**src/rtl/core/fnv_pkg.sv**
```systemverilog
// ----------------------------------------------------------------------------
// fnv_pkg
// Shared types, constants and helper functions for the field name validator.
// ----------------------------------------------------------------------------
`default_nettype none

package fnv_pkg;

  localparam int CHAR_W      = 8;
  localparam int NAME_CNT_W  = 6;
  localparam int CFG_IDX_W   = 2;
  localparam int CFG_DATA_W  = 4;
  localparam int VER_W       = 4;
  localparam int NUM_RSV     = 8;
  localparam int RSV_MAX_LEN = 11;

  localparam int FNV_QUEUE_DEPTH = 2;

  localparam logic [NAME_CNT_W-1:0] NAME_CNT_MAX = 6'd63;
  localparam logic [NAME_CNT_W-1:0] LEN_LIMIT_LONG  = 6'd50;
  localparam logic [NAME_CNT_W-1:0] LEN_LIMIT_SHORT = 6'd16;

  // version thresholds
  localparam logic [VER_W-1:0] VER_SHORT_LIMIT  = 4'd3;
  localparam logic [VER_W-1:0] VER_PUNCT        = 4'd5;
  localparam logic [VER_W-1:0] VER_DOT_STRICT   = 4'd6;
  localparam logic [VER_W-1:0] VER_RSV_END      = 4'd8;
  localparam logic [VER_W-1:0] VER_FULL_DOTS    = 4'd10;

  localparam logic [CHAR_W-1:0] CTRL_LIMIT = 8'h20;

  typedef enum logic [CFG_IDX_W-1:0] {
    REG_STANDARDS_VERSION = 2'd0,
    REG_STRICT_MODE       = 2'd1,
    REG_NAME_KIND         = 2'd2,
    REG_DOT_REPORT_ENABLE = 2'd3
  } reg_index_t;

  typedef enum logic [1:0] {
    KIND_NAME  = 2'd0,
    KIND_CODE  = 2'd1,
    KIND_NS    = 2'd2,
    KIND_AFFIX = 2'd3
  } name_kind_t;

  // what a byte does to the name state
  typedef enum logic [1:0] {
    CLS_PLAIN   = 2'd0,  // ordinary byte, clears the dot history
    CLS_BAD     = 2'd1,  // breaks a rule on its own
    CLS_SEP_DOT = 2'd2,  // dot used as separator
    CLS_REP_DOT = 2'd3   // allowed dot that gets reported
  } char_class_t;

  typedef struct packed {
    logic [VER_W-1:0] standards_version;
    logic             strict_mode;
    name_kind_t       name_kind;
    logic             dot_report_enable;
  } cfg_t;

  typedef struct packed {
    logic [CHAR_W-1:0] ch;
    logic              last_char;
    logic              empty_string;
  } in_item_t;

  typedef struct packed {
    logic invalid;
    logic has_dot;
  } out_item_t;

  typedef struct packed {
    logic [CHAR_W-1:0] ch;
    logic              last_char;
    logic              empty_string;
    char_class_t       cls;
  } cls_item_t;

  // reserved words, left aligned, padded with spaces to the longest one
  localparam logic [8*RSV_MAX_LEN-1:0] RSV_WORD [NUM_RSV] = '{
    "FRAMEOFFSET", "ENCODING   ", "ENDIAN     ", "INCLUDE    ",
    "META       ", "VERSION    ", "PROTECT    ", "REFERENCE  "
  };
  localparam logic [NAME_CNT_W-1:0] RSV_LEN [NUM_RSV] = '{
    6'd11, 6'd8, 6'd6, 6'd7, 6'd4, 6'd7, 6'd7, 6'd9
  };
  localparam logic [VER_W-1:0] RSV_MIN_VER [NUM_RSV] = '{
    4'd1, 4'd6, 4'd5, 4'd3, 4'd6, 4'd5, 4'd6, 4'd6
  };

  function automatic logic [CHAR_W-1:0] rsv_char(input int k,
                                                 input logic [NAME_CNT_W-1:0] pos);
    logic [CHAR_W-1:0] c;
    c = '0;
    for (int i = 0; i < RSV_MAX_LEN; i++) begin
      if (pos == NAME_CNT_W'(i)) begin
        c = RSV_WORD[k][CHAR_W*(RSV_MAX_LEN-1-i) +: CHAR_W];
      end
    end
    return c;
  endfunction

  // unless strict below version 10, code names start as if after a dot, so a leading dot is an error
  function automatic logic start_dot(input cfg_t c);
    return (c.name_kind == KIND_CODE) &&
           (!c.strict_mode || (c.standards_version >= VER_FULL_DOTS));
  endfunction

  function automatic logic dots_are_sep(input cfg_t c);
    return (c.name_kind == KIND_NS) || start_dot(c);
  endfunction

endpackage

`default_nettype wire

```
**src/rtl/core/fnv_front.sv**
```systemverilog
// ----------------------------------------------------------------------------
// fnv_front
// Input side: takes name bytes and sorts each into a byte class.
// ----------------------------------------------------------------------------
`default_nettype none

module fnv_front
  import fnv_pkg::*;
(
  input  wire logic      in_valid,
  output logic           in_ready,
  input  wire in_item_t  in_data,
  input  wire cfg_t      cfg,
  output logic           q_valid,
  input  wire logic      q_ready,
  output cls_item_t      q_data
);

  localparam logic [CHAR_W-1:0] CH_SLASH = 8'h2F;
  localparam logic [CHAR_W-1:0] CH_DOT   = 8'h2E;
  localparam logic [CHAR_W-1:0] CH_LT    = 8'h3C;
  localparam logic [CHAR_W-1:0] CH_GT    = 8'h3E;
  localparam logic [CHAR_W-1:0] CH_SEMI  = 8'h3B;
  localparam logic [CHAR_W-1:0] CH_PIPE  = 8'h7C;
  localparam logic [CHAR_W-1:0] CH_AMP   = 8'h26;
  localparam logic [CHAR_W-1:0] CH_BSL   = 8'h5C;
  localparam logic [CHAR_W-1:0] CH_HASH  = 8'h23;

  logic [CHAR_W-1:0] c;
  logic always_bad;
  logic strict_bad;
  logic dot_bad;
  char_class_t cls;

  assign c = in_data.ch;

  // slash, control bytes and the upper half are never allowed
  assign always_bad = (c == CH_SLASH) || (c < CTRL_LIMIT) || c[CHAR_W-1];

  assign strict_bad = cfg.strict_mode &&
    ((cfg.standards_version >= VER_PUNCT &&
      (c == CH_LT || c == CH_GT || c == CH_SEMI || c == CH_PIPE || c == CH_AMP)) ||
     (cfg.standards_version == VER_PUNCT && (c == CH_BSL || c == CH_HASH)));

  assign dot_bad = (cfg.name_kind == KIND_AFFIX) || !cfg.dot_report_enable ||
                   (cfg.strict_mode && cfg.standards_version >= VER_DOT_STRICT);

  always_comb begin
    if (always_bad || strict_bad) begin
      cls = CLS_BAD;
    end else if (c == CH_DOT) begin
      if (dots_are_sep(cfg)) begin
        cls = CLS_SEP_DOT;
      end else if (dot_bad) begin
        cls = CLS_BAD;
      end else begin
        cls = CLS_REP_DOT;
      end
    end else begin
      cls = CLS_PLAIN;
    end
  end

  assign q_valid             = in_valid;
  assign in_ready            = q_ready;
  assign q_data.ch           = in_data.ch;
  assign q_data.last_char    = in_data.last_char;
  assign q_data.empty_string = in_data.empty_string;
  assign q_data.cls          = cls;

endmodule

`default_nettype wire

```
**src/rtl/core/fnv_queue.sv**
```systemverilog
// ----------------------------------------------------------------------------
// fnv_queue
// Small register FIFO of classified bytes between front and back.
// ----------------------------------------------------------------------------
`default_nettype none

module fnv_queue
  import fnv_pkg::*;
#(
  parameter int DEPTH = FNV_QUEUE_DEPTH
) (
  input  wire logic      clk,
  input  wire logic      rst,
  input  wire logic      wr_valid,
  output logic           wr_ready,
  input  wire cls_item_t wr_data,
  output logic           rd_valid,
  input  wire logic      rd_ready,
  output cls_item_t      rd_data
);

  localparam int QPTR_W = (DEPTH > 1) ? $clog2(DEPTH) : 1;
  localparam int QCNT_W = $clog2(DEPTH + 1);

  cls_item_t           mem [DEPTH];
  logic [QPTR_W-1:0]   wr_ptr;
  logic [QPTR_W-1:0]   rd_ptr;
  logic [QCNT_W-1:0]   fill;
  logic                wr_fire;
  logic                rd_fire;

  assign wr_ready = (fill != QCNT_W'(DEPTH));
  assign rd_valid = (fill != '0);
  assign rd_data  = mem[rd_ptr];
  assign wr_fire  = wr_valid && wr_ready;
  assign rd_fire  = rd_valid && rd_ready;

  function automatic logic [QPTR_W-1:0] ptr_inc(input logic [QPTR_W-1:0] p);
    return (p == QPTR_W'(DEPTH - 1)) ? '0 : p + 1'b1;
  endfunction

  always_ff @(posedge clk) begin
    if (wr_fire) begin
      mem[wr_ptr] <= wr_data;
    end
  end

  always_ff @(posedge clk) begin
    if (rst) begin
      wr_ptr <= '0;
      rd_ptr <= '0;
      fill   <= '0;
    end else begin
      if (wr_fire) begin
        wr_ptr <= ptr_inc(wr_ptr);
      end
      if (rd_fire) begin
        rd_ptr <= ptr_inc(rd_ptr);
      end
      if (wr_fire && !rd_fire) begin
        fill <= fill + 1'b1;
      end else if (rd_fire && !wr_fire) begin
        fill <= fill - 1'b1;
      end
    end
  end

  a_fill_bound: assert property (@(posedge clk) disable iff (rst)
    fill <= QCNT_W'(DEPTH))
    else $error("queue fill above depth");

  a_fill_drop: assert property (@(posedge clk) disable iff (rst)
    rd_fire && !wr_fire |=> fill == $past(fill) - 1'b1)
    else $error("queue fill did not drop on read");

endmodule

`default_nettype wire

```
**src/rtl/core/fnv_back.sv**
```systemverilog
// ----------------------------------------------------------------------------
// fnv_back
// Name state per byte and the verdict register at the end of a name.
// ----------------------------------------------------------------------------
`default_nettype none

module fnv_back
  import fnv_pkg::*;
(
  input  wire logic      clk,
  input  wire logic      rst,
  input  wire cfg_t      cfg,
  input  wire logic      q_valid,
  output logic           q_ready,
  input  wire cls_item_t q_data,
  output logic           out_valid,
  input  wire logic      out_ready,
  output out_item_t      out_data
);

  logic                  error_seen;
  logic                  prev_dot;
  logic                  dot_seen;
  logic [NAME_CNT_W-1:0] char_count;
  logic [NUM_RSV-1:0]    rsv_match;

  logic                  fin;
  logic                  step;
  logic                  prev_in;
  logic                  error_seen_next;
  logic                  prev_dot_next;
  logic                  dot_seen_next;
  logic [NAME_CNT_W-1:0] char_count_next;
  logic [NUM_RSV-1:0]    rsv_match_next;

  logic                  e_err;
  logic                  e_prev;
  logic                  e_dot;
  logic [NAME_CNT_W-1:0] e_count;
  logic [NUM_RSV-1:0]    e_rsv;
  logic                  rsv_hit;
  logic                  verdict;

  assign fin     = q_data.last_char || q_data.empty_string;
  // a byte in mid name never waits on the output
  assign step    = q_valid && (!fin || !out_valid || out_ready);
  assign q_ready = step;

  assign prev_in = (char_count == '0) ? start_dot(cfg) : prev_dot;

  always_comb begin
    for (int k = 0; k < NUM_RSV; k++) begin
      rsv_match_next[k] = rsv_match[k] && (char_count < RSV_LEN[k]) &&
                          (rsv_char(k, char_count) == q_data.ch);
    end
  end

  assign char_count_next = (char_count == NAME_CNT_MAX) ? char_count
                                                        : char_count + 1'b1;

  always_comb begin
    error_seen_next = error_seen;
    prev_dot_next   = prev_in;
    dot_seen_next   = dot_seen;
    case (q_data.cls)
      CLS_BAD: begin
        error_seen_next = 1'b1;
      end
      CLS_SEP_DOT: begin
        error_seen_next = error_seen || prev_in;
        prev_dot_next   = 1'b1;
      end
      CLS_REP_DOT: begin
        dot_seen_next = 1'b1;
      end
      CLS_PLAIN: begin
        prev_dot_next = 1'b0;
      end
      default: begin
        error_seen_next = 1'b1;
      end
    endcase
  end

  // empty name: everything gathered so far is dropped
  assign e_err   = q_data.empty_string ? 1'b0 : error_seen_next;
  assign e_prev  = q_data.empty_string ? start_dot(cfg) : prev_dot_next;
  assign e_dot   = q_data.empty_string ? 1'b0 : dot_seen_next;
  assign e_count = q_data.empty_string ? '0 : char_count_next;
  assign e_rsv   = q_data.empty_string ? '0 : rsv_match_next;

  always_comb begin
    rsv_hit = 1'b0;
    for (int k = 0; k < NUM_RSV; k++) begin
      if (e_rsv[k] && (e_count == RSV_LEN[k]) &&
          (cfg.standards_version >= RSV_MIN_VER[k])) begin
        rsv_hit = 1'b1;
      end
    end
  end

  always_comb begin
    verdict = e_err;
    if (cfg.name_kind == KIND_NAME) begin
      if (e_count == '0) begin
        verdict = 1'b1;
      end
      if (cfg.strict_mode &&
          ((e_count > LEN_LIMIT_LONG && cfg.standards_version < VER_PUNCT) ||
           (e_count > LEN_LIMIT_SHORT && cfg.standards_version < VER_SHORT_LIMIT))) begin
        verdict = 1'b1;
      end
      if (cfg.strict_mode && cfg.standards_version < VER_RSV_END && rsv_hit) begin
        verdict = 1'b1;
      end
    end
    if (cfg.name_kind == KIND_CODE && e_prev) begin
      verdict = 1'b1;
    end
  end

  always_ff @(posedge clk) begin
    if (rst) begin
      error_seen <= 1'b0;
      prev_dot   <= 1'b0;
      dot_seen   <= 1'b0;
      char_count <= '0;
      rsv_match  <= '1;
      out_valid  <= 1'b0;
    end else begin
      if (step) begin
        if (fin) begin
          error_seen <= 1'b0;
          prev_dot   <= 1'b0;
          dot_seen   <= 1'b0;
          char_count <= '0;
          rsv_match  <= '1;
        end else begin
          error_seen <= error_seen_next;
          prev_dot   <= prev_dot_next;
          dot_seen   <= dot_seen_next;
          char_count <= char_count_next;
          rsv_match  <= rsv_match_next;
        end
      end
      if (step && fin) begin
        out_valid <= 1'b1;
      end else if (out_ready) begin
        out_valid <= 1'b0;
      end
    end
  end

  always_ff @(posedge clk) begin
    if (step && fin) begin
      out_data.invalid <= verdict;
      out_data.has_dot <= !verdict && e_dot;
    end
  end

  a_clear_after_end: assert property (@(posedge clk) disable iff (rst)
    step && fin |=> char_count == '0 && !error_seen && !dot_seen && rsv_match == '1)
    else $error("name state not cleared after last byte");

  a_dot_only_valid: assert property (@(posedge clk) disable iff (rst)
    out_valid |-> !(out_data.invalid && out_data.has_dot))
    else $error("dot reported on an invalid name");

  a_empty_plain: assert property (@(posedge clk) disable iff (rst)
    step && q_data.empty_string && cfg.name_kind == KIND_NAME
      |=> out_valid && out_data.invalid)
    else $error("empty plain name not flagged");

endmodule

`default_nettype wire

```
**src/rtl/core/field_name_validator.sv**
```systemverilog
// Path: after the transfer of the last byte, a verdict passes the queue register
//   and then the verdict register before it is offered.
// Throughput: one byte per cycle while nothing stalls, set by the back end's
//   per-byte update; while a verdict waits, a last byte holds in the queue and
//   the input stalls once the queue is full.
// Reset: synchronous, active high; registers to version 10, strict, code, dots on.
// ----------------------------------------------------------------------------
// field_name_validator
// Checks a name one byte per transfer and reports invalid / has_dot at its end.
// ----------------------------------------------------------------------------
`default_nettype none

module field_name_validator
  import fnv_pkg::*;
#(
  parameter int QUEUE_DEPTH = FNV_QUEUE_DEPTH
) (
  input  wire logic                  clk,
  input  wire logic                  rst,
  // configuration writes
  input  wire logic                  cfg_valid,
  output logic                       cfg_ready,
  input  wire logic [CFG_IDX_W-1:0]  cfg_index,
  input  wire logic [CFG_DATA_W-1:0] cfg_data,
  // name bytes
  input  wire logic                  in_valid,
  output logic                       in_ready,
  input  wire in_item_t              in_data,
  // verdicts
  output logic                       out_valid,
  input  wire logic                  out_ready,
  output out_item_t                  out_data
);

  cfg_t      cfg;
  logic      fq_valid;
  logic      fq_ready;
  cls_item_t fq_data;
  logic      qb_valid;
  logic      qb_ready;
  cls_item_t qb_data;

  // Registers take a write in any cycle; the user must write only while no byte
  // is in flight (not enforced), so front and back see the same settings for a byte.
  assign cfg_ready = 1'b1;

  always_ff @(posedge clk) begin
    if (rst) begin
      cfg.standards_version <= VER_FULL_DOTS;
      cfg.strict_mode       <= 1'b1;
      cfg.name_kind         <= KIND_CODE;
      cfg.dot_report_enable <= 1'b1;
    end else if (cfg_valid) begin
      case (reg_index_t'(cfg_index))
        REG_STANDARDS_VERSION: cfg.standards_version <= cfg_data[VER_W-1:0];
        REG_STRICT_MODE:       cfg.strict_mode       <= cfg_data[0];
        REG_NAME_KIND:         cfg.name_kind         <= name_kind_t'(cfg_data[1:0]);
        REG_DOT_REPORT_ENABLE: cfg.dot_report_enable <= cfg_data[0];
        default: ;
      endcase
    end
  end

  // Front: sorts each byte into a class against the current settings.
  fnv_front u_front (
    .in_valid (in_valid),
    .in_ready (in_ready),
    .in_data  (in_data),
    .cfg      (cfg),
    .q_valid  (fq_valid),
    .q_ready  (fq_ready),
    .q_data   (fq_data)
  );

  // Queue decouples byte intake from a verdict stalled at the output.
  fnv_queue #(
    .DEPTH (QUEUE_DEPTH)
  ) u_queue (
    .clk      (clk),
    .rst      (rst),
    .wr_valid (fq_valid),
    .wr_ready (fq_ready),
    .wr_data  (fq_data),
    .rd_valid (qb_valid),
    .rd_ready (qb_ready),
    .rd_data  (qb_data)
  );

  // Back: sticky error, dot history, length, reserved word tracking, verdict.
  fnv_back u_back (
    .clk       (clk),
    .rst       (rst),
    .cfg       (cfg),
    .q_valid   (qb_valid),
    .q_ready   (qb_ready),
    .q_data    (qb_data),
    .out_valid (out_valid),
    .out_ready (out_ready),
    .out_data  (out_data)
  );

endmodule

`default_nettype wire
```
**config.mk**
```make
export PLATFORM = sky130hd
export DESIGN_NAME = field_name_validator
export DESIGN_NICKNAME = d
export VERILOG_FILES = /design/src/rtl/core/fnv_pkg.sv /design/src/rtl/core/fnv_front.sv /design/src/rtl/core/fnv_queue.sv /design/src/rtl/core/fnv_back.sv /design/src/rtl/core/field_name_validator.sv
export SDC_FILE = /design/constraint.sdc
export NUM_CORES = 1
export LEC_CHECK = 0
export BUFFER_PORTS_ARGS = -buffer_cell sky130_fd_sc_hd__buf_2
export CAP_MARGIN = 20
export CORE_MARGIN = 3
export CORE_UTILIZATION = 25
export DETAILED_ROUTE_END_ITERATION = 10
export PLACE_DENSITY = 0.47
export SETUP_SLACK_MARGIN = 0.15
export SKIP_LAST_GASP = 1
export SYNTH_ARGS = -nofsm -noshare
export SYNTH_HDL_FRONTEND = slang
export SYNTH_SLANG_ARGS = --single-unit
```
**constraint.sdc**
```tcl
create_clock -name clk -period 4.5 [get_ports clk]
set_clock_uncertainty 0.2 [all_clocks]
set_input_delay 0.9 -clock clk [delete_from_list [all_inputs] [get_ports clk]]
set_output_delay 0.9 -clock clk [all_outputs]
set_load 0.02 [all_outputs]
```
==> impl_summary.md, run 1 <==
Status
The flow ran to the end, and the final reports show no timing, DRC or antenna violations.

Synth
The largest area contributor in the synthesized netlist is sky130_fd_sc_hd__edfxtp_1. The share of flip-flops with an asynchronous set or reset is 0. The synthesized netlist occupies a cell area of 4758 sq um.

Among all flip-flop cells after synthesis, the most frequent one is sky130_fd_sc_hd__dfxtp_1. Dividing the synthesized area by the synthesized cell count gives 8.065 sq um. Synthesis inferred 57 register bits. The number of flops mapped to enable cells by yosys is 26.

The share of the Yosys chip area taken by registers is 0.2945. The synthesized netlist cell count is 590. After synthesis, the cell types taking the most area are sky130_fd_sc_hd__edfxtp_1 16%, sky130_fd_sc_hd__dfxtp_1 13%, sky130_fd_sc_hd__nor2_1 4.6%, sky130_fd_sc_hd__mux2i_1 4.4%, sky130_fd_sc_hd__a21oi_1 4.2%. When the netlist entered floorplanning its net count stood at 620. The Yosys step of the flow raised 0 warnings. The number of different library cells used by synthesis comes to 84. Of the post-synthesis cell area, the dominant cell type holds 0.1641.

Setup path
For this design, the slowest cell found on the critical path is sky130_fd_sc_hd__a2111oi_0. The kind of start point of the critical path is a register. The worst setup path is of the reg2reg kind. The cell type group with the largest total delay on the critical path is compound AO/OA/AOI/OAI gates. Walking the worst path, the cells encountered are inv_1, ha_1, or2_0, a22oi_1, a2111oi_0, o21ai_0, a2111oi_2, o2111ai_1, o211ai_1, a31oi_1.

At the worst endpoint, the required time is 4.37 ns. The largest single stage delay on the critical path is 0.57 ns. In this run the worst path has a maximum fanout of 19. The buffers plus inverters on the worst setup path is 1.

For the worst setup path, the data arrival time is 3.83 ns. STA classifies the critical path endpoint as a register.

CTS
The buffer depth of the longest clock path is 2. The number of sinks handled by clock tree synthesis is 57. The clock tree synthesis step divided the H-tree into 3 levels. Clock-pin slew was measured on the worst setup and hold paths at 0.05 ns. For the worst-skew pair, the clock arrives at the later sink with an insertion delay of 0.33 ns. Clock tree synthesis selected as its root buffer the cell sky130_fd_sc_hd__clkbuf_16. TritonCTS built the clock tree. The number of buffers created by CTS is 9.

Layout
The share of post-route cells with drive strength above 1 is 0.1494. The storage element area is 1401 sq um. Summing all multi-input logic gate instances after layout gives 3138 sq um. The finished layout holds 845 standard cells, fillers aside. 0 antenna diodes ended up in the layout. In the final design database the tool counted 641 nets. The number of filler instances in the final layout is 1933. Compared with the post-synthesis result, the final layout area differs by 14.88%.

Die
The area of the placeable core is 18330 sq um. The floorplan row count is 49. The number of primary I/O pins is 26. The overall die height is 144.0 um. In this run the horizontal extent of the chip is 144.0 um. The die footprint is 20720 sq um. The initial utilization of the core area, before any placement, comes to 0.2596.

Detailed routing
After detailed routing, the average wire length per cell comes to 20.34 um. For this run, design rule violations remaining after detail routing come to 0. The final layout contains routed wiring with a total length of 17190 um. The routed layout has 4811 vias.

The detail route stage leaves a number of antenna-violating nets equal to 0. For this block, the initial DRC count from the detailed router was 468. The first-pass detailed-route iteration total is 6. Using the TritonRoute via totals, the vias-per-cell ratio works out to 5.693.

Placed design
Routability-driven placement finished with a final weighted congestion of 0.9810. The number of buffer cells added on primary ports is 24. Once detailed placement completed, the half-perimeter wirelength came to 13020 um. The post-place setup slack is 0.6440 ns. In this run, placement finished with an instance count of 828.

Run
The number of maximum-capacitance violations is 0.

GRT
The remaining global-route overflow is 0. The initial antenna violation count is 0. Entering global routing, the biggest net connects 27 pins. For this run, the total global-route usage over all layers was measured as 0.1654. The via count of the first global-routing pass is 4675. The global-route wire length before repair is 26510 um.

STA
The worst pin sits at a relative slew slack of 0.3879. The achievable frequency is 0.2526 GHz. The time the final worst path needs with I/O delays and setup is 3.960 ns. For the pin with the worst max-slew slack, the measured transition is 0.8926 ns. In the post-route analysis, the smallest setup slack over all paths is 0.5405 ns.

The total count of hold-check failures in the final report is 0. The final count of negative-setup-slack endpoints is 0. Of the available clock period, the critical path in the final layout requires 0.8799. Setup repair after global routing left no endpoint under its margin. The count of final max-slew check failures is 0.

Summed over all failing endpoints, the final setup total negative slack is 0 ns.

Hold path
In this run the worst hold path is classified as reg2reg.

Power
The leakage dissipation is 0.002026 uW. Dividing total power by cell area gives a power density of 488.5 nW/um^2. The highest ir drop seen on vdd is 0.2972 mV. The completed layout was analyzed and its total power is 2670 uW.
[cells in the final DEF (no fill, tap or decap), types with 5 or more instances in the layout]
cell type / instances
sky130_fd_sc_hd__nand3_1: 26
sky130_fd_sc_hd__o211ai_1: 10
sky130_fd_sc_hd__mux2_2: 5
sky130_fd_sc_hd__or3_1: 8
sky130_fd_sc_hd__o22ai_1: 7
sky130_fd_sc_hd__a31oi_1: 9
sky130_fd_sc_hd__buf_2: 24
sky130_fd_sc_hd__and3_1: 7
sky130_fd_sc_hd__edfxtp_1: 26
sky130_fd_sc_hd__nor2b_1: 9
sky130_fd_sc_hd__a221oi_1: 5
sky130_fd_sc_hd__nor3_1: 22
sky130_fd_sc_hd__xnor2_1: 17
sky130_fd_sc_hd__dfxtp_1: 31
sky130_fd_sc_hd__nand2b_1: 13
sky130_fd_sc_hd__ha_1: 9
sky130_fd_sc_hd__or2_2: 8
sky130_fd_sc_hd__nor2_1: 58
sky130_fd_sc_hd__nor4_1: 9
sky130_fd_sc_hd__inv_1: 12
sky130_fd_sc_hd__clkbuf_16: 9
sky130_fd_sc_hd__xor2_1: 8
sky130_fd_sc_hd__a21oi_1: 40
sky130_fd_sc_hd__nand4_1: 8
sky130_fd_sc_hd__nand2_1: 47
sky130_fd_sc_hd__mux2i_1: 20
sky130_fd_sc_hd__a21o_1: 7
sky130_fd_sc_hd__nand3b_1: 8
sky130_fd_sc_hd__o21ai_0: 31
sky130_fd_sc_hd__buf_4: 23
sky130_fd_sc_hd__a211oi_1: 6
sky130_fd_sc_hd__o2111ai_1: 6
[metal layers]
layer / vias to the layer above / routed length (um) / track usage
li1: 2264 / - / -
met1: 2301 / 7603 / 0.2186
met2: 203 / 7965 / 0.2646
met3: 43 / 1005 / 0.02928
met4: 0 / 616 / 0.07136
met5: - / 0 / 0
[cell type report]
type | count | area share
clock inverter | 5 | 0.01030
tap | 229 | 0.05241
sequential | 57 | 0.2564
clock buffer | 11 | 0.04440
multi-input combinational | 483 | 0.5740
timing repair buffer | 47 | 0.05356
inverter | 13 | 0.008927
[sequential cells by signal (all words and copies together), names as in the netlist, named ones only]
register and cells:
u_back.error_seen 1, u_queue.rd_ptr 1, u_back.rsv_match 8, u_queue.fill 2
u_back.out_data 2, u_queue.mem 24, u_back.prev_dot 1, u_back.out_valid 1
u_queue.wr_ptr 1, cfg 8, u_back.char_count 6, u_back.dot_seen 1
[through the flow]
stage               cell area, sq um  hold WS [ns]    util
finish                          5466        0.2764  0.2982
global route                    5466        0.2984  0.2982
CTS                             5454        0.2728  0.2975
detailed placement              5155        0.2602  0.2812
global placement                5155        0.2566  0.2812
floorplan                       4758        0.2311       -
[worst paths after layout]
check                  startpoint                  end  slack, ns  depth (start not counted)
min reg2reg   u_back.rsv_match[5]  u_back.rsv_match[5]       0.28                          2
min           u_back.rsv_match[5]  u_back.rsv_match[5]       0.28                          2
max reg2reg  u_back.char_count[0]   u_back.out_data[0]       0.54                         10
max          u_back.char_count[0]   u_back.out_data[0]       0.54                         10
[what timing repair did]
action,in CTS,in global routing
endpoints found under the hold margin,0,0
hold buffers,0,0
setup buffers,0,0
resized for setup,0,1
endpoints found under the setup margin,0,1
[worst min-delay path, cell delays in order (launching register included)]
cell and delay (ns):
sky130_fd_sc_hd__dfxtp_1 0.33, sky130_fd_sc_hd__a21oi_1 0.06, sky130_fd_sc_hd__nand2_1 0.06
[Yosys cell counts, types with 4 or more instances]
library cell / count
sky130_fd_sc_hd__a211oi_1: 6
sky130_fd_sc_hd__a21o_1: 7
sky130_fd_sc_hd__a21oi_1: 40
sky130_fd_sc_hd__a221oi_1: 5
sky130_fd_sc_hd__a22oi_1: 4
sky130_fd_sc_hd__a31oi_1: 9
sky130_fd_sc_hd__and2_1: 4
sky130_fd_sc_hd__and3_1: 7
sky130_fd_sc_hd__buf_2: 11
sky130_fd_sc_hd__clkbuf_1: 21
sky130_fd_sc_hd__dfxtp_1: 31
sky130_fd_sc_hd__edfxtp_1: 26
sky130_fd_sc_hd__ha_1: 9
sky130_fd_sc_hd__inv_1: 12
sky130_fd_sc_hd__mux2_2: 5
sky130_fd_sc_hd__mux2i_1: 21
sky130_fd_sc_hd__nand2_1: 47
sky130_fd_sc_hd__nand2b_1: 13
sky130_fd_sc_hd__nand3_1: 26
sky130_fd_sc_hd__nand3b_1: 8
sky130_fd_sc_hd__nand4_1: 8
sky130_fd_sc_hd__nor2_1: 58
sky130_fd_sc_hd__nor2b_1: 9
sky130_fd_sc_hd__nor3_1: 22
sky130_fd_sc_hd__nor4_1: 9
sky130_fd_sc_hd__o2111ai_1: 6
sky130_fd_sc_hd__o211a_1: 4
sky130_fd_sc_hd__o211ai_1: 10
sky130_fd_sc_hd__o21ai_0: 31
sky130_fd_sc_hd__o21ai_1: 4
sky130_fd_sc_hd__o22ai_1: 7
sky130_fd_sc_hd__or2_2: 8
sky130_fd_sc_hd__or3_1: 8
sky130_fd_sc_hd__xnor2_1: 17
sky130_fd_sc_hd__xor2_1: 8
[kinds of logic after synthesis]
group / count (synthesis) / share of synthesized area
other: 1 / 0.0007881
and+or+nand+nor: 251 / 0.2840
AOI/OAI and AO/OA: 169 / 0.2424
xor gates and xnor gates: 25 / 0.04602
muxes: 28 / 0.06074
DFF: 57 / 0.2945
adders and majority gates: 9 / 0.02367
buffers and inverters: 50 / 0.04786
[where the power goes]
| part | internal [uW] | leakage [uW] | switching [uW] | total (uW) |
|---|---|---|---|---|
| Clock | 442 | 0.000145 | 239 | 681 |
| Sequential | 661 | 0.000497 | 86.9 | 748 |
| Combinational | 461 | 0.00138 | 780 | 1240 |
| Total | 1560 | 0.00203 | 1110 | 2670 |
Power figures use the tool's default switching activity.
==> run 2, diff against run 1 <==
--- a/config.mk
+++ b/config.mk
@@ -5,12 +5,13 @@
 export SDC_FILE = /design/constraint.sdc
 export NUM_CORES = 1
 export LEC_CHECK = 0
+export ABC_AREA = 1
 export BUFFER_PORTS_ARGS = -buffer_cell sky130_fd_sc_hd__buf_2
 export CAP_MARGIN = 20
 export CORE_MARGIN = 3
 export CORE_UTILIZATION = 25
 export DETAILED_ROUTE_END_ITERATION = 10
-export PLACE_DENSITY = 0.47
+export PLACE_DENSITY = 0.48
 export SETUP_SLACK_MARGIN = 0.15
 export SKIP_LAST_GASP = 1
 export SYNTH_ARGS = -nofsm -noshare
==> run 2 against run 1 <==
Critical path depth rose by 9. Design area down 7.9%. Worst hold slack worse by 0.0099 ns. Wire length decreased by 22%. Power increased by 4.8%. Worst setup slack improved by 0.46 ns. Register-to-register slack gained 0.46 ns.
==> impl_summary.md, run 2 <==
GRT
The met3 usage is 0.02241 (-0.006871). The fraction of met2 tracks used by global routing is 0.2150 (-0.04954). The global-route wire length before repair is 21600 um (-19%). The initial antenna violation count is 0 (unchanged). The met1 usage is 0.1937 (-0.02492). The overall global routing resource usage is 0.1380 (-0.02732). The via count of the first global-routing pass is 4056 (-13%).

The remaining global-route overflow is 0 (unchanged). The maximum number of pins on one net before global-route repair is 18 (-33%). met2 is the most crowded layer.

Placed design
The half-perimeter wire length of the detailed placement result is 10280 um (-21%). The number of cells after detailed placement is 902 (+8.9%). The routability congestion estimate is 0.9301 (-5.2%). The number of buffer cells added on primary ports is 24 (unchanged). The post-place setup slack is 1.057 ns (+0.4132 ns).

Synth
The synthesized netlist cell count is 672 (+14%). The largest area contributor in the synthesized netlist is sky130_fd_sc_hd__edfxtp_1. The share of flip-flops with an asynchronous set or reset came to 0 (unchanged). The netlist area before placement is 4413 sq um (-7.3%). The sequential-to-total area share from yosys stat is 0.3176 (+0.02305). The share of Yosys cell area claimed by the top area cell type came to 0.1769 (+0.01284).

The synthesized area per cell is 6.567 sq um (-19%). The post-synth net total is 702 (+13%). The number of warning messages in the yosys log is 0 (unchanged). The number of flops mapped to enable cells by yosys is 26 (unchanged). The number of unique standard cell types used by synthesis is 46 (-45%). The flip-flop cell with the highest count after synthesis is sky130_fd_sc_hd__dfxtp_1. Yosys attributes the largest share of cell area to sky130_fd_sc_hd__edfxtp_1 18%, sky130_fd_sc_hd__nand2_1 17%, sky130_fd_sc_hd__dfxtp_1 14%, sky130_fd_sc_hd__nand3_1 9.2%, sky130_fd_sc_hd__nor2_1 6.0%. Counting instances in the post-synthesis netlist gives the leading cell types as 196 x sky130_fd_sc_hd__nand2_1, 81 x sky130_fd_sc_hd__nand3_1, 71 x sky130_fd_sc_hd__nor2_1, 68 x sky130_fd_sc_hd__inv_1, 31 x sky130_fd_sc_hd__dfxtp_1. The cell with the most instances after synthesis is sky130_fd_sc_hd__nand2_1. The flip-flop and latch count after synthesis is 57 (unchanged).

STA
The total negative setup slack was 0 ns (unchanged). The slew at the pin closest to its max-slew limit came to 0.7319 ns (-0.1606 ns). The time the final worst path needs with I/O delays and setup is 3.497 ns (-0.4621 ns). The headroom to the max-slew limit came to 0.5069 (+0.1190). The ratio of final minimum period to clock period came to 0.7772 (-0.1027). The total count of hold-check failures in the final report is 0 (unchanged). The achievable frequency is 0.2859 GHz (+13%). The count of final max-slew check failures was 0 (unchanged). The final worst setup slack is 1.003 ns (+0.4621 ns). Setup repair after global routing left no endpoint under its margin. The final count of negative-setup-slack endpoints was 0 (unchanged).

Hold path
In this run the worst hold path is classified as reg2reg. The worst hold path begins at u_back.prev_dot. For hold timing, the worst endpoint is u_back.prev_dot. The cell depth of the worst min-delay path is 2 (unchanged).

Detailed routing
The number of routed nets with antenna violations is 0 (unchanged). The number of DRC violations after detailed routing was 0 (unchanged). The wire length after detailed routing is 13390 um (-22%). The count of routing violations after the opening detailed-route iteration came to 544 (+16%). The vias after detailed routing is 4439 (-7.7%). The mean number of vias per cell is 4.830 (-15%).

The per-cell routed wire length came to 14.57 um (-28%). The first-pass detailed-route iteration total is 5 (-1).

Layout
u_queue.mem holds more flip-flops than any other register. The most common cell after layout, fill and taps aside is sky130_fd_sc_hd__nand2_1. The share of post-route cells with drive strength above 1 is 0.1216 (-0.02775). The number of antenna repair diodes is 0 (unchanged).

The largest registers in the layout are u_queue.mem: 24 flops, cfg: 8 flops, u_back.rsv_match: 8 flops. The final non-filler cell total came to 919 (+8.8%). The number of filler instances in the final layout was 1883 (-2.6%).

The flip-flop count of the largest register after layout is 24 (unchanged). Relative to the synthesized area, the layout overhead comes to 14.09%. Leaving out fill and tap cells, the most frequent cells in the layout are 196 x sky130_fd_sc_hd__nand2_1, 81 x sky130_fd_sc_hd__nand3_1, 71 x sky130_fd_sc_hd__nor2_1. The total number of nets in the final design came to 724 (+13%).

Die
The area of the placeable core is 16940 sq um (-7.6%). The overall die height came to 138.9 um (-3.5%). The die footprint is 19280 sq um (-7.0%).

The floorplan row count is 47 (-4.1%). The initial core utilization is 0.2606 (+0.0009917). The number of primary I/O pins is 26 (unchanged). The horizontal extent of the die is 138.9 um (-3.5%).

Setup path
In this run the critical register-to-register path is captured at u_back.out_data[0]. The kind of start point of the critical path is a register. The startpoint of the worst register-to-register path is u_back.char_count[0]. The worst reg2reg path depth is 19 (+9). The highest net fanout along the worst path is 16 (-3). The signal arrival time at the worst endpoint is 3.38 ns (-0.45 ns). The required time of the worst setup path is 4.38 ns (about the same).

The register-to-register path setup slack was 1.00 ns (+0.46 ns). The worst setup path is captured at a register. The startpoint-to-endpoint class of the critical path is reg2reg.

CTS
The worst-skew pair later-pin latency is 0.33 ns (about the same). The clock-pin slew reported for the worst setup and hold paths after clock tree synthesis is 0.05 ns (about the same). The total setup buffers inserted after CTS is 0 (unchanged). The number of levels in the clock H-tree came to 3 (unchanged). The number of sinks handled by clock tree synthesis is 57 (unchanged). The hold buffer count at cts came to 0 (unchanged).

The post-CTS resize count is 0 (unchanged). In this run the clock root is driven by a sky130_fd_sc_hd__clkbuf_16. The TritonCTS clock tree is done. The number of buffers created by CTS came to 9 (unchanged). The buffer depth of the longest clock path is 2 (unchanged).

Status
The run finished with clean final reports.

Power
The highest ir drop seen on vdd was 0.2760 mV (-7.1%). The leakage dissipation was 0.002390 uW (+18%). The power per cell area is 555.8 nW/um^2 (+14%).

Run
The number of maximum-capacitance violations came to 0 (unchanged).
==> run 2: cell count changes in the layout (fill, tap and decap cells not counted), sizes merged, moves of 13 or more <==
cell and delta:
xnor2 -16, nor2 +25, mux2i -20, nor3 -15
nand2b -13, nand3 +57, buf -18, nand2 +156
inv +64
==> run 2: through the flow <==
| stage | total power [uW] | area, sq um | util | hold slack, ns |
|---|---|---|---|---|
| 4_1_cts | 2805 | 5024 | 0.2966 | 0.2555 |
| 3_5_place_dp | 2102 | 4718 | 0.2786 | 0.2492 |
| 2_1_floorplan | 1716 | 4413 | - | 0.2255 |
| 5_1_grt | 3033 | 5035 | 0.2973 | 0.2854 |
| 6_report | 2798 | 5035 | 0.2973 | 0.2664 |
| 3_3_place_gp | 2117 | 4707 | 0.2779 | 0.2384 |
==> run 2: logic make-up (layout without fill, tap and decap cells) <==
| logic type | Yosys count | after routing | synth area share |
|---|---|---|---|
| fa+ha+maj | 9 | 9 | 0.02552 |
| simple gates | 409 | 409 | 0.4151 |
| mux | 1 | 1 | 0.002268 |
| buf+inv | 93 | 120 | 0.09186 |
| compound gates | 90 | 90 | 0.1231 |
| flops | 57 | 57 | 0.3176 |
| xor+xnor | 12 | 12 | 0.02382 |
| other cells | 1 | 1 | 0.0008498 |
==> run 2: report_power, final <==
part | total [uW] | switching (uW) | internal [uW]
Combinational | 1380 | 962 | 417
Clock | 684 | 251 | 433
Sequential | 735 | 72.2 | 663
Total | 2800 | 1280 | 1510
==> run 2: how the worst max path moves through the flow <==
| stage | from | endpoint | slack [ns] |
|---|---|---|---|
| after floorplan | u_back.char_count[1] | u_back.out_data[0] | 1.75 |
| after global placement | u_back.char_count[1] | u_back.out_data[0] | 1.02 |
| after detailed placement | u_back.char_count[1] | u_back.out_data[0] | 1.06 |
| after CTS | u_back.char_count[1] | u_back.out_data[0] | 1.05 |
| after global routing | u_back.char_count[1] | u_back.out_data[0] | 0.62 |
| final | u_back.char_count[0] | u_back.out_data[0] | 1.00 |
==> run 2: layout make-up <==
type / count / area, sq um / area share
inverter: 75 / 281.5 / 0.05591
sequential: 57 / 1401 / 0.2783
tap: 220 / 275.3 / 0.05467
multi-input combinational: 522 / 2606 / 0.5176
timing repair buffer: 29 / 165.2 / 0.03280
clock buffer: 9 / 225.2 / 0.04473
clock inverter: 7 / 80.08 / 0.01590
==> run 2: per-layer routing <==
metal | vias to the layer above | routed length, um
met5 | - | 0
li1 | 2279 | -
met1 | 2000 | 6473
met4 | 0 | 320
met3 | 27 | 564
met2 | 133 | 6036
==> run 2: worst max-delay path, cell delays in order, from the launching register on <==
cell                      delay, ns
sky130_fd_sc_hd__dfxtp_1       0.36
sky130_fd_sc_hd__ha_1          0.35
sky130_fd_sc_hd__nand3_1       0.58
sky130_fd_sc_hd__nand2_1       0.19
sky130_fd_sc_hd__nor2_4        0.34
sky130_fd_sc_hd__nand2_1       0.09
sky130_fd_sc_hd__nand2_1       0.07
sky130_fd_sc_hd__nand3_1       0.09
sky130_fd_sc_hd__nor2_1        0.10
sky130_fd_sc_hd__nand2_1       0.05
sky130_fd_sc_hd__nor2_1        0.24
sky130_fd_sc_hd__nand3_1       0.11
sky130_fd_sc_hd__nand2_1       0.09
sky130_fd_sc_hd__a21oi_1       0.06
sky130_fd_sc_hd__nand2_1       0.07
sky130_fd_sc_hd__nand2_1       0.05
sky130_fd_sc_hd__nand2_1       0.06
sky130_fd_sc_hd__nand2_1       0.06
sky130_fd_sc_hd__nand2_2       0.07
sky130_fd_sc_hd__nor2_2        0.03
==> run 3, diff against run 2 <==
--- a/config.mk
+++ b/config.mk
@@ -5,13 +5,13 @@
 export SDC_FILE = /design/constraint.sdc
 export NUM_CORES = 1
 export LEC_CHECK = 0
-export ABC_AREA = 1
+export ABC_AREA = 0
 export BUFFER_PORTS_ARGS = -buffer_cell sky130_fd_sc_hd__buf_2
 export CAP_MARGIN = 20
 export CORE_MARGIN = 3
 export CORE_UTILIZATION = 25
 export DETAILED_ROUTE_END_ITERATION = 10
-export PLACE_DENSITY = 0.48
+export PLACE_DENSITY = 0.49
 export SETUP_SLACK_MARGIN = 0.15
 export SKIP_LAST_GASP = 1
 export SYNTH_ARGS = -nofsm -noshare
==> constraint.sdc (replaced) <==
create_clock -name clk -period 3.2 [get_ports clk]
set_clock_uncertainty 0.2 [all_clocks]
set_input_delay 0.64 -clock clk [delete_from_list [all_inputs] [get_ports clk]]
set_output_delay 0.64 -clock clk [all_outputs]
set_load 0.02 [all_outputs]
==> run 3 against run 2 <==
Worst setup slack worse by 0.90 ns. Largest cell class unchanged. Register-to-register slack worse by 0.90 ns. Combinational power is 55% higher. Non-clock buffer count is 97 higher. Worst hold slack better by 0.013 ns. Largest power group unchanged. Clock-buffer cell count stayed put.
==> impl_summary.md, run 3 (synthesis results as in run 1) <==
GRT
The overall global routing resource usage came to 0.1776 (+0.03955). The via count of the first global-routing pass is 4950 (+22%). The initial antenna violation count is 0 (unchanged). The remaining global-route overflow is 0 (unchanged). The maximum number of pins on one net before global-route repair is 25 (+7).

The global-route wire length before repair is 28300 um (+31%).

Setup path
The signal arrival time at the worst endpoint is 2.96 ns (-0.42 ns). On the critical path the largest part of the delay comes from simple AND/OR/NAND/NOR gates. The cell that appears most often on the critical path is sky130_fd_sc_hd__buf_4. The highest net fanout along the worst path is 13 (-3). The delay of the slowest cell on the worst path is 0.50 ns (-0.08 ns). The worst setup path is captured at a register.

The register-to-register path setup slack came to 0.10 ns (-0.90 ns). The buffers plus inverters on the worst setup path is 3 (+3). The worst reg2reg path depth is 11 (-8).

The cell with the largest stage delay on the worst path is sky130_fd_sc_hd__dfxtp_2. The startpoint-to-endpoint class of the critical path is reg2reg. The total stage count of the critical path is 11 (-8). The signal on the critical path passes through buf_4, nand3b_1, a21oi_1, buf_4, buf_4, nor4_2, mux2_1, o311ai_1, or4_4, o211ai_2, a31oi_1. The required time of the worst setup path is 3.06 ns (-1.32 ns). The kind of start point of the critical path is a register.

Placed design
The routability congestion estimate is 0.9845 (+5.8%). The post-place setup slack was -0.01302 ns (-1.070 ns). The number of buffer cells added on primary ports is 24 (unchanged).

The half-perimeter wire length of the detailed placement result is 14180 um (+38%).

Layout
The storage element area is 1416 sq um (+1.1%). The share of post-route cells with drive strength above 1 came to 0.3333 (+0.2117). The total number of nets in the final design came to 721 (-0.41%). In the final layout, the registers with the most flip-flops are u_queue.mem: 24 flops, cfg: 8 flops, u_back.rsv_match: 8 flops. In the layout the commonest cells are 98 x sky130_fd_sc_hd__buf_4, 56 x sky130_fd_sc_hd__nor2_1, 46 x sky130_fd_sc_hd__nand2_1. The flip-flop count of the largest register after layout was 24 (unchanged).

The register bank with the most flops is u_queue.mem. The number of antenna repair diodes is 0 (unchanged). The number of filler instances in the final layout is 1903 (+1.1%). Compared with the post-synthesis result, the final layout area differs by 34.89%. The most common cell after layout, fill and taps aside is sky130_fd_sc_hd__buf_4.

The area taken by multi-input logic gates is 3460 sq um (+33%).

STA
The final worst setup slack was 0.1030 ns (-0.8996 ns). The achievable frequency was 0.3229 GHz (+13%). The slew at the pin closest to its max-slew limit is 0.7560 ns (+0.02401 ns).

The final worst hold slack was 0.2790 ns (+0.01261 ns). The final count of negative-setup-slack endpoints is 0 (unchanged). The count of final max-slew check failures was 0 (unchanged). The ratio of final minimum period to clock period was 0.9678 (+0.1906). The headroom to the max-slew limit is 0.4949 (-0.01194). The time the final worst path needs with I/O delays and setup was 3.097 ns (-0.4004 ns). The total count of hold-check failures in the final report is 0 (unchanged). Setup repair after global routing could not meet its margin everywhere.

CTS
The worst-skew pair later-pin latency is 0.33 ns (about the same). The TritonCTS clock tree is done. The clock tree root buffer cell is sky130_fd_sc_hd__clkbuf_16.

The clock-pin slew reported for the worst setup and hold paths after clock tree synthesis was 0.05 ns (about the same). The buffer depth of the longest clock path is 2 (unchanged). The number of sinks handled by clock tree synthesis is 57 (unchanged). The number of levels in the clock H-tree is 3 (unchanged). The number of buffers created by CTS came to 9 (unchanged).

Detailed routing
The mean number of vias per cell came to 5.632 (+17%). The vias after detailed routing is 5210 (+17%). The number of routed nets with antenna violations is 0 (unchanged). The wire length after detailed routing is 18730 um (+40%). The per-cell routed wire length is 20.25 um (+39%).

The first-pass detailed-route iteration total is 6 (+1). The count of routing violations after the opening detailed-route iteration came to 363 (-33%). The number of DRC violations after detailed routing is 0 (unchanged).

Power
The highest ir drop seen on vdd was 0.4474 mV (+62%). The leakage dissipation is 0.002517 uW (+5.3%). The power per cell area is 633.9 nW/um^2 (+14%).

Die
The initial core utilization is 0.2596 (-0.0009917). The area of the placeable core is 18330 sq um (+8.2%). The overall die height is 144.0 um (+3.7%). The floorplan row count is 49 (+4.3%). The number of primary I/O pins was 26 (unchanged). The horizontal extent of the die came to 144.0 um (+3.7%). The die footprint is 20720 sq um (+7.5%).

Run
The number of maximum-capacitance violations is 0 (unchanged).

Hold path
The cell depth of the worst min-delay path is 2 (unchanged). The class of the tightest hold or removal check is reg2reg.

Status
The run finished with clean final reports.
## run 3: cell count changes in the layout (fill, tap and decap cells not counted), moves of 12 or more
cell	before	now
sky130_fd_sc_hd__xnor2_1	1	16
sky130_fd_sc_hd__nor2_1	71	56
sky130_fd_sc_hd__nand3_1	81	26
sky130_fd_sc_hd__buf_4	3	98
sky130_fd_sc_hd__inv_1	68	11
sky130_fd_sc_hd__nand2_1	196	46
sky130_fd_sc_hd__mux2i_1	1	19
sky130_fd_sc_hd__a21oi_1	27	39
## run 3: worst paths after layout
path | from | endpoint
worst max-delay path | u_back.char_count[2] | u_back.out_data[0]
worst min-delay path | u_back.rsv_match[5] | u_back.rsv_match[5]
worst max register to register | u_back.char_count[2] | u_back.out_data[0]
worst min register to register | u_back.rsv_match[5] | u_back.rsv_match[5]
## run 3: worst min-delay path: stages, from the launching register on
cell and delay (ns):
sky130_fd_sc_hd__dfxtp_1 0.33, sky130_fd_sc_hd__a21oi_1 0.06, sky130_fd_sc_hd__nand2_1 0.06
## run 3: where the power goes
group	internal (uW)	total, uW	switching, uW
Sequential	933	1040	109
Clock	529	883	354
Combinational	916	2140	1230
Total	2380	4070	1690
## run 3: final cells by class
class	count	area share
clock buffers	9	0.03509
clock inverters	7	0.008577
inverters	13	0.007602
multi-input cells	484	0.5390
flip-flops and latches	57	0.2207
well taps	229	0.04464
repair buffers	126	0.1444
## run 3: per-stage QoR
stage	std cells	total power [uW]	setup TNS [ns]	area [sq um]	utilization
2_1_floorplan	590	2230	0	4770	-
3_3_place_gp	899	3009	-0.04443	5728	0.3125
3_5_place_dp	899	2997	-0.01302	5728	0.3125
4_1_cts	916	3945	0	6162	0.3362
5_1_grt	925	4307	0	6419	0.3501
6_report	925	4069	0	6419	0.3501
## run 3: timing repair
action / 4_1_cts / 5_1_grt
buffers inserted: 1 / 8
hold buffers: 0 / 0
resized for setup: 40 / 37
pin swaps: 5 / 9
endpoints found under the setup margin: 2 / 2
cloned: 0 / 1
## run 3: per-layer routing
| layer | GRT usage | vias up | wire length (um) |
|---|---|---|---|
| met2 | 0.2839 | 218 | 8760 |
| met4 | 0.06987 | 0 | 724 |
| met5 | 0 | - | 0 |
| met3 | 0.02795 | 68 | 1126 |
| met1 | 0.2398 | 2489 | 8122 |
| li1 | - | 2435 | - |
